--- src/rtl/core/kdht_pkg.sv ---
package kdht_pkg;

   localparam int NUM_KEYS       = 3;
   localparam int RAW_WIDTH      = 3;
   localparam int HOLD_WIDTH     = 16;
   localparam int PERIOD_WIDTH   = 10;
   localparam int COUNT_WIDTH    = 3;
   localparam int CSR_IDX_WIDTH  = 2;
   localparam int CSR_DATA_WIDTH = 16;

   localparam logic [HOLD_WIDTH-1:0]   HOLD_CAP       = 16'd65000;
   localparam logic [COUNT_WIDTH-1:0]  DEBOUNCE_LIMIT = 3'd3;

   localparam logic [HOLD_WIDTH-1:0]   PRESS_TIME_RST     = 16'd50;
   localparam logic [PERIOD_WIDTH-1:0] SCAN_PERIOD_RST    = 10'd10;
   localparam logic [HOLD_WIDTH-1:0]   RELEASE_MARKER_RST = 16'hFFFF;

   typedef enum logic [CSR_IDX_WIDTH-1:0] {
      CSR_PRESS_TIME     = 2'd0,
      CSR_SCAN_PERIOD    = 2'd1,
      CSR_RELEASE_MARKER = 2'd2
   } csr_idx_type;

   typedef struct packed {
      logic [HOLD_WIDTH-1:0]   press_time;
      logic [PERIOD_WIDTH-1:0] scan_period;
      logic [HOLD_WIDTH-1:0]   release_marker;
   } cfg_type;

   // per-key scan command from the input stage
   typedef struct packed {
      logic step;
      logic clear;
   } scan_ctl_type;

endpackage

--- src/rtl/core/kdht_csr.sv ---
module kdht_csr (
   input  logic                                  clock,
   input  logic                                  reset,
   input  logic                                  csr_valid,
   output logic                                  csr_ready,
   input  logic [kdht_pkg::CSR_IDX_WIDTH-1:0]    csr_index,
   input  logic [kdht_pkg::CSR_DATA_WIDTH-1:0]   csr_wdata,
   output kdht_pkg::cfg_type                     cfg
);

   kdht_pkg::cfg_type cfg_ff;
   kdht_pkg::cfg_type cfg_in;

   assign csr_ready = 1'b1;
   assign cfg       = cfg_ff;

   always_comb begin
      cfg_in = cfg_ff;
      if (csr_valid) begin
         unique case (csr_index)
            kdht_pkg::CSR_PRESS_TIME:
               cfg_in.press_time = csr_wdata;
            kdht_pkg::CSR_SCAN_PERIOD:
               cfg_in.scan_period = csr_wdata[kdht_pkg::PERIOD_WIDTH-1:0];
            kdht_pkg::CSR_RELEASE_MARKER:
               cfg_in.release_marker = csr_wdata;
            default: ;   // unknown index is dropped
         endcase
      end
   end

   always_ff @(posedge clock) begin
      if (reset) begin
         cfg_ff.press_time     <= kdht_pkg::PRESS_TIME_RST;
         cfg_ff.scan_period    <= kdht_pkg::SCAN_PERIOD_RST;
         cfg_ff.release_marker <= kdht_pkg::RELEASE_MARKER_RST;
      end else begin
         cfg_ff <= cfg_in;
      end
   end

endmodule

--- src/rtl/core/kdht_key_cell.sv ---
module kdht_key_cell (
   input  logic                                clock,
   input  logic                                reset,
   input  kdht_pkg::scan_ctl_type              ctl,
   input  logic                                pressed_raw,
   input  kdht_pkg::cfg_type                   cfg,
   output logic [kdht_pkg::HOLD_WIDTH-1:0]     hold,
   output logic                                pressed
);

   logic                                 state_ff, state_in;
   logic                                 seen_ff, seen_in;
   logic [kdht_pkg::COUNT_WIDTH-1:0]     cnt_ff, cnt_in;
   logic [kdht_pkg::HOLD_WIDTH-1:0]      hold_ff, hold_in;

   logic [kdht_pkg::COUNT_WIDTH-1:0]     cnt_base;
   logic [kdht_pkg::COUNT_WIDTH-1:0]     cnt_inc;
   logic                                 over;
   logic [kdht_pkg::HOLD_WIDTH:0]        sum;

   assign hold    = hold_ff;
   assign pressed = state_ff;

   always_comb begin
      state_in = state_ff;
      seen_in  = seen_ff;
      hold_in  = hold_ff;
      cnt_base = cnt_ff;
      // first disagreement ever restarts the count
      if ((state_ff != pressed_raw) && !seen_ff) begin
         cnt_base = '0;
         seen_in  = 1'b1;
      end
      cnt_inc = cnt_base + kdht_pkg::COUNT_WIDTH'(1);
      over    = cnt_inc > kdht_pkg::DEBOUNCE_LIMIT;
      sum     = {1'b0, hold_ff} + (kdht_pkg::HOLD_WIDTH+1)'(cfg.scan_period);
      cnt_in  = cnt_inc;

      if (!state_ff) begin
         if (pressed_raw) begin
            if (over) begin
               hold_in  = cfg.press_time;
               cnt_in   = '0;
               state_in = 1'b1;
               seen_in  = 1'b1;
            end
         end else begin
            cnt_in  = '0;
            hold_in = '0;
         end
      end else begin
         if (pressed_raw) begin
            if (over) begin
               cnt_in = '0;
            end
            if (sum >= {1'b0, kdht_pkg::HOLD_CAP}) begin
               hold_in = kdht_pkg::HOLD_CAP;
            end else begin
               hold_in = sum[kdht_pkg::HOLD_WIDTH-1:0];
            end
         end else if (over) begin
            hold_in  = cfg.release_marker;
            cnt_in   = '0;
            state_in = 1'b0;
            seen_in  = 1'b1;
         end
      end
   end

   always_ff @(posedge clock) begin
      if (reset || (ctl.step && ctl.clear)) begin
         state_ff <= 1'b0;
         seen_ff  <= 1'b0;
         cnt_ff   <= '0;
         hold_ff  <= '0;
      end else if (ctl.step) begin
         state_ff <= state_in;
         seen_ff  <= seen_in;
         cnt_ff   <= cnt_in;
         hold_ff  <= hold_in;
      end
   end

   // count never rests above the debounce limit
   a_cnt_bounded: assert property (@(posedge clock) disable iff (reset)
      cnt_ff <= kdht_pkg::DEBOUNCE_LIMIT)
      else $error("scan count above limit");

   // a key cannot be debounced-pressed before it has seen a change
   a_press_needs_seen: assert property (@(posedge clock) disable iff (reset)
      state_ff |-> seen_ff)
      else $error("pressed without seen_change");

   a_clear_zeroes: assert property (@(posedge clock) disable iff (reset)
      ctl.step && ctl.clear |=> (hold_ff == '0) && !state_ff && !seen_ff)
      else $error("clear left key state behind");

endmodule

--- src/rtl/core/key_debounce_hold_timer.sv ---
// Key debounce and hold timer.
// req channel: one item per scan tick (raw_keys active low, clear_all).
// rsp channel: one item per request, carrying hold times and debounced
// pressed flags after that scan. csr channel: register writes (index 0
// press time, 1 scan period, 2 release marker); csr_ready is always high,
// unknown indexes are ignored. Write registers only while idle.
// Throughput: one item per cycle while rsp_stall does not hold a waiting
// result. An item sits in the input register, then the per-key update
// writes the key state registers, which double as the result register;
// every key is updated side by side.
// Stall: while a result waits under rsp_stall, one more item is taken into
// the input register; req_stall rises only when that register is also full.
// Reset clears all key state, the handshakes and loads the register
// defaults (50, 10, 65535). No result is emitted for reset.
module key_debounce_hold_timer (
   input  logic                                 clock,
   input  logic                                 reset,
   input  logic                                 req_valid,
   output logic                                 req_stall,
   input  logic [kdht_pkg::RAW_WIDTH-1:0]       req_raw_keys,
   input  logic                                 req_clear_all,
   output logic                                 rsp_valid,
   input  logic                                 rsp_stall,
   output logic [kdht_pkg::HOLD_WIDTH-1:0]      rsp_hold_main,
   output logic [kdht_pkg::HOLD_WIDTH-1:0]      rsp_hold_plus,
   output logic [kdht_pkg::HOLD_WIDTH-1:0]      rsp_hold_minus,
   output logic [kdht_pkg::RAW_WIDTH-1:0]       rsp_pressed_keys,
   input  logic                                 csr_valid,
   output logic                                 csr_ready,
   input  logic [kdht_pkg::CSR_IDX_WIDTH-1:0]   csr_index,
   input  logic [kdht_pkg::CSR_DATA_WIDTH-1:0]  csr_wdata
);

   kdht_pkg::cfg_type                    cfg;
   logic                                 s1_valid_ff, s1_valid_in;
   logic [kdht_pkg::RAW_WIDTH-1:0]       s1_raw_ff;
   logic                                 s1_clear_ff;
   logic                                 rsp_valid_ff, rsp_valid_in;
   logic                                 out_blocked;
   logic                                 advance;
   logic                                 req_take;
   kdht_pkg::scan_ctl_type               ctl;
   logic [kdht_pkg::HOLD_WIDTH-1:0]      key_hold [kdht_pkg::NUM_KEYS];
   logic [kdht_pkg::NUM_KEYS-1:0]        key_pressed;
   logic [kdht_pkg::HOLD_WIDTH-1:0]      rep_hold [kdht_pkg::RAW_WIDTH];
   logic [kdht_pkg::RAW_WIDTH-1:0]       rep_pressed;

   kdht_csr u_csr (
      .clock     (clock),
      .reset     (reset),
      .csr_valid (csr_valid),
      .csr_ready (csr_ready),
      .csr_index (csr_index),
      .csr_wdata (csr_wdata),
      .cfg       (cfg)
   );

   assign out_blocked = rsp_valid_ff && rsp_stall;
   assign advance     = s1_valid_ff && !out_blocked;
   assign req_stall   = s1_valid_ff && out_blocked;
   assign req_take    = req_valid && !req_stall;

   assign ctl.step  = advance;
   assign ctl.clear = s1_clear_ff;

   always_comb begin
      s1_valid_in = s1_valid_ff;
      if (advance) begin
         s1_valid_in = 1'b0;
      end
      if (req_take) begin
         s1_valid_in = 1'b1;
      end
      rsp_valid_in = rsp_valid_ff;
      if (rsp_valid_ff && !rsp_stall) begin
         rsp_valid_in = 1'b0;
      end
      if (advance) begin
         rsp_valid_in = 1'b1;
      end
   end

   always_ff @(posedge clock) begin
      if (reset) begin
         s1_valid_ff  <= 1'b0;
         rsp_valid_ff <= 1'b0;
      end else begin
         s1_valid_ff  <= s1_valid_in;
         rsp_valid_ff <= rsp_valid_in;
      end
   end

   always_ff @(posedge clock) begin
      if (req_take) begin
         s1_raw_ff   <= req_raw_keys;
         s1_clear_ff <= req_clear_all;
      end
   end

   for (genvar k = 0; k < kdht_pkg::NUM_KEYS; k++) begin : g_key
      logic pressed_raw;
      if (k < kdht_pkg::RAW_WIDTH) begin : g_pin
         assign pressed_raw = ~s1_raw_ff[k];
      end else begin : g_nopin
         assign pressed_raw = 1'b1;   // no pin: reads as pressed
      end
      kdht_key_cell u_cell (
         .clock       (clock),
         .reset       (reset),
         .ctl         (ctl),
         .pressed_raw (pressed_raw),
         .cfg         (cfg),
         .hold        (key_hold[k]),
         .pressed     (key_pressed[k])
      );
   end

   for (genvar k = 0; k < kdht_pkg::RAW_WIDTH; k++) begin : g_rep
      if (k < kdht_pkg::NUM_KEYS) begin : g_used
         assign rep_hold[k]    = key_hold[k];
         assign rep_pressed[k] = key_pressed[k];
      end else begin : g_unused
         assign rep_hold[k]    = '0;
         assign rep_pressed[k] = 1'b0;
      end
   end

   // key state registers only change on advance, so they hold the result
   assign rsp_valid        = rsp_valid_ff;
   assign rsp_hold_main    = rep_hold[0];
   assign rsp_hold_plus    = rep_hold[1];
   assign rsp_hold_minus   = rep_hold[2];
   assign rsp_pressed_keys = rep_pressed;

   a_rsp_from_s1: assert property (@(posedge clock) disable iff (reset)
      $rose(rsp_valid_ff) |-> $past(s1_valid_ff))
      else $error("result without a pending item");

endmodule
--- config.mk ---
export PLATFORM = sky130hd
export DESIGN_NAME = key_debounce_hold_timer
export DESIGN_NICKNAME = d
export VERILOG_FILES = /design/src/rtl/core/kdht_pkg.sv /design/src/rtl/core/kdht_csr.sv /design/src/rtl/core/kdht_key_cell.sv /design/src/rtl/core/key_debounce_hold_timer.sv
export SDC_FILE = /design/constraint.sdc
export NUM_CORES = 1
export LEC_CHECK = 0
export BUFFER_PORTS_ARGS = -buffer_cell sky130_fd_sc_hd__buf_4
export CORE_MARGIN = 5
export CORE_UTILIZATION = 48
export CTS_BUF_LIST = sky130_fd_sc_hd__clkbuf_8 sky130_fd_sc_hd__clkbuf_16
export DETAILED_ROUTE_END_ITERATION = 10
export GPL_TIMING_DRIVEN = 1
export PLACE_DENSITY = 0.66
export SLEW_MARGIN = 20
export SYNTH_ARGS = -nofsm -noshare
export SYNTH_HDL_FRONTEND = slang
export SYNTH_SLANG_ARGS = --single-unit
--- constraint.sdc ---
create_clock -name clock -period 3.3 [get_ports clock]
set_clock_uncertainty 0.05 [all_clocks]
set_input_delay 0.66 -clock clock [delete_from_list [all_inputs] [get_ports clock]]
set_output_delay 0.66 -clock clock [all_outputs]
set_load 0.02 [all_outputs]
==> qor.csv <==
metric,value,unit
worst hold endpoint,g_key[2].u_cell.cnt_ff[2],
Num Clock Sinks,111,
Comb pwr share,15.9,%
most common library cells after synthesis,"115 x nand2_1, 107 x dfxtp_1, 84 x a21oi_1",
R2R depth,11,
Clock power frac,36.0,%
largest net degree at the start of global routing,48,
CTS tree,yes,
Buffers & Inverters on Critical Path,1,
Vias/cell,6.159,
warnings from Yosys,0,
Seq pwr share,48.2,%
first-pass GRT wire length,35470,µm
die height,131.2,µm
sw power,0.9086,mW
Pleak,3.567,nW
1st-iter DRT viols,834,
diode count,0,
Post-synth top flop,dfxtp_1,
CTS H-Tree Depth,3,
Max-slew headroom,38.51,%
critical path class,reg2reg,
Antenna Violating Nets Remaining,0,
Netlist cell types,76,
vias in the first global route,6200,
WL/cell,20.16,µm
Final Core Density,56.68,%
cells after synthesis,881,
CP Cell Sequence,ha_1 > fa_1 > a21o_1 > a221oi_2 > o21bai_1 > xor2_1 > nor3b_1 > o211ai_1 > buf_4 > a21o_1 > a21oi_1,
fin crit share,94.98,%
most frequent cell after synthesis,nand2_1,
Setup TNS,0,ns
RR Endpoint,g_key[1].u_cell.hold[6],
drt drc,0,
GRT overflow,0,
CP arrival,3.38,ns
overall global routing resource usage,25.57,%
DP Wirelength,16470,µm
switching share of power,29.29,%
final setup fails,0,
Async SR Flop Fraction,0,%
clock root cell,clkbuf_16,
synth top area cells,"dfxtp_1 30%, ha_1 6.4%, nand2_1 6.1%, a21oi_1 6.0%, o21ai_0 5.0%",
Area Overhead vs Synth,16.48,%
"most used cell, CP",a21o_1,
Post-synth EDFFs,4,
min-delay src,g_key[2].u_cell.cnt_ff[2],
iteration count of the initial detailed-routing pass,6,
via count,7021,
max-slew violations,0,
share of layout cells above drive strength 1,14.96,%
DRT Wirelength,22980,µm
CP max stage delay,0.41,ns
Nets,1017,
#FFs+latches synth,111,
initial antenna violation count,0,
Crit-path slowest cell,fa_1,
cell depth of the worst hold path,1,
CTS clock-pin slew for the worst setup and hold paths,0.07,ns
VDD IR-drop max,0.0003454,V
Yosys top cell area share,30.40,%
port buffer count,79,
syn nets,947,
Die ar.,17200,µm²
FF-to-FF Start,u_csr.cfg[16],
Initial Util,48.66,%
Worst setup SP type,flop,
"delay-heaviest family, CP",compound AO/OA/AOI/OAI gates,
minimum clock period,3.134,ns
Skew-Pair Late Insertion Delay,0.36,ns
Hold WC Path Type,reg2reg,
P_int,2.193,mW
reg2reg setup slack,0.17,ns
gpl congestion,1.013,
Num CTS Buffers,9,
worst-path fanout max,4,
P per Cell Area,378.0,nW/µm²
"Data required, critical path",3.54,ns
Max Cap Viol,0,
core box area,14480,µm²
Cell Rows,44,
RSZ-0062 raised after global routing,false,
status,finished clean,
Max clock buf depth,2,
Syn Area/Cell,7.997,µm²
"Cell Area, Synth",7046,µm²
Slew @ Worst Pin,0.9190,ns
I/O pin count,81,
Die Wd,131.2,µm
Max Clk Rate,319.0,MHz
final hold violation count,0,
largest area contributor in the netlist,dfxtp_1,
sequential area share after synthesis,32.11,%
CP Capture Type,flop,
-- registers in the layout, indices dropped and copies added, names as in the netlist, named ones only --
name                  count
g_key.u_cell.seen_ff      3
s1_valid_ff               1
g_key.u_cell.cnt_ff       9
g_key.u_cell.hold        48
s1_raw_ff                 3
rsp_valid                 1
s1_clear_ff               1
u_csr.cfg                42
-- layout by cell type, fill, tap and decap left out, types with 6 or more instances in the layout --
cell	count
nand2_1	115
buf_4	110
dfxtp_1	107
a21oi_1	83
nor2_1	72
o21ai_0	71
ha_1	36
a221oi_1	25
xnor2_1	22
nand3b_1	21
a21o_1	20
nand3_1	20
inv_1	19
and3_1	16
a211oi_1	15
xor2_1	12
mux2i_1	12
o211ai_1	10
nor2b_1	9
and2_1	9
clkbuf_16	9
a221o_1	8
a31oi_1	6
nor4_1	6
or3_1	6
-- power by group through the flow --
stage | combinational, mW | clock [mW] | sequential (mW)
after floorplan | 0.293 | 0 | 1.51
after global placement | 0.482 | 0 | 1.52
after detailed placement | 0.483 | 0 | 1.52
after CTS | 0.486 | 1.12 | 1.49
after global routing | 0.539 | 1.18 | 1.50
final | 0.492 | 1.12 | 1.49
-- final cells by class --
type                    count  area [µm²]
clock buffers               9       225.2
well taps                 184       230.2
clock inverters             7       71.32
fillers                  1382        6272
repair buffers            110       825.8
inverters                  18       67.56
flip-flops and latches    111        2262
multi-input cells         701        4524
-- metrics by stage --
| step | setup slack, ns | std cells | area [µm²] | hold WS, ns | power [mW] |
|---|---|---|---|---|---|
| after detailed placement | 0.1293 | 1121 | 7869 | 0.3926 | 2.004 |
| after CTS | 0.09631 | 1137 | 8165 | 0.4159 | 3.097 |
| final | 0.1655 | 1140 | 8207 | 0.4146 | 3.102 |
| after global placement | 0.1779 | 1121 | 7869 | 0.3933 | 2.003 |
| after global routing | 0.004053 | 1140 | 8207 | 0.4157 | 3.215 |
| after floorplan | 0.3645 | 881 | 7046 | 0.3729 | 1.806 |
-- timing repair --
action                                  CTS  global route
endpoints found under the setup margin    0            14
gates resized for setup                   0             3
hold buffers                              0             0
setup buffers                             0             3
-- worst max path at each step --
stage	startpoint	end	depth (start not counted)
global route	u_csr.cfg[16]	g_key[2].u_cell.hold[5]	12
global placement	u_csr.cfg[16]	g_key[0].u_cell.hold[7]	10
CTS	u_csr.cfg[16]	g_key[1].u_cell.hold[5]	10
finish	u_csr.cfg[16]	g_key[1].u_cell.hold[6]	11
floorplan	g_key[0].u_cell.hold[0]	g_key[0].u_cell.hold[7]	10
detailed placement	u_csr.cfg[16]	g_key[1].u_cell.hold[5]	10
-- logic make-up (layout without fill, tap and decap cells) --
logic type | after synthesis | after routing | synth area share [%]
buf+inv | 69 | 144 | 4.067
xor+xnor | 35 | 35 | 4.351
fa+ha+maj | 39 | 39 | 7.246
simple gates | 308 | 308 | 21.44
flops | 111 | 111 | 32.11
mux | 12 | 12 | 1.705
other cells | 1 | 1 | 0.05323
compound gates | 306 | 306 | 29.04
-- metal layers --
layer	vias up	global-route usage, %	routed length (µm)
met5	-	0	0
met4	0	7.159	580
met3	32	5.696	1840
met2	279	37.64	10000
met1	3300	37.52	10560
li1	3410	-	-
Note: power is estimated with default switching activity, not from simulation.
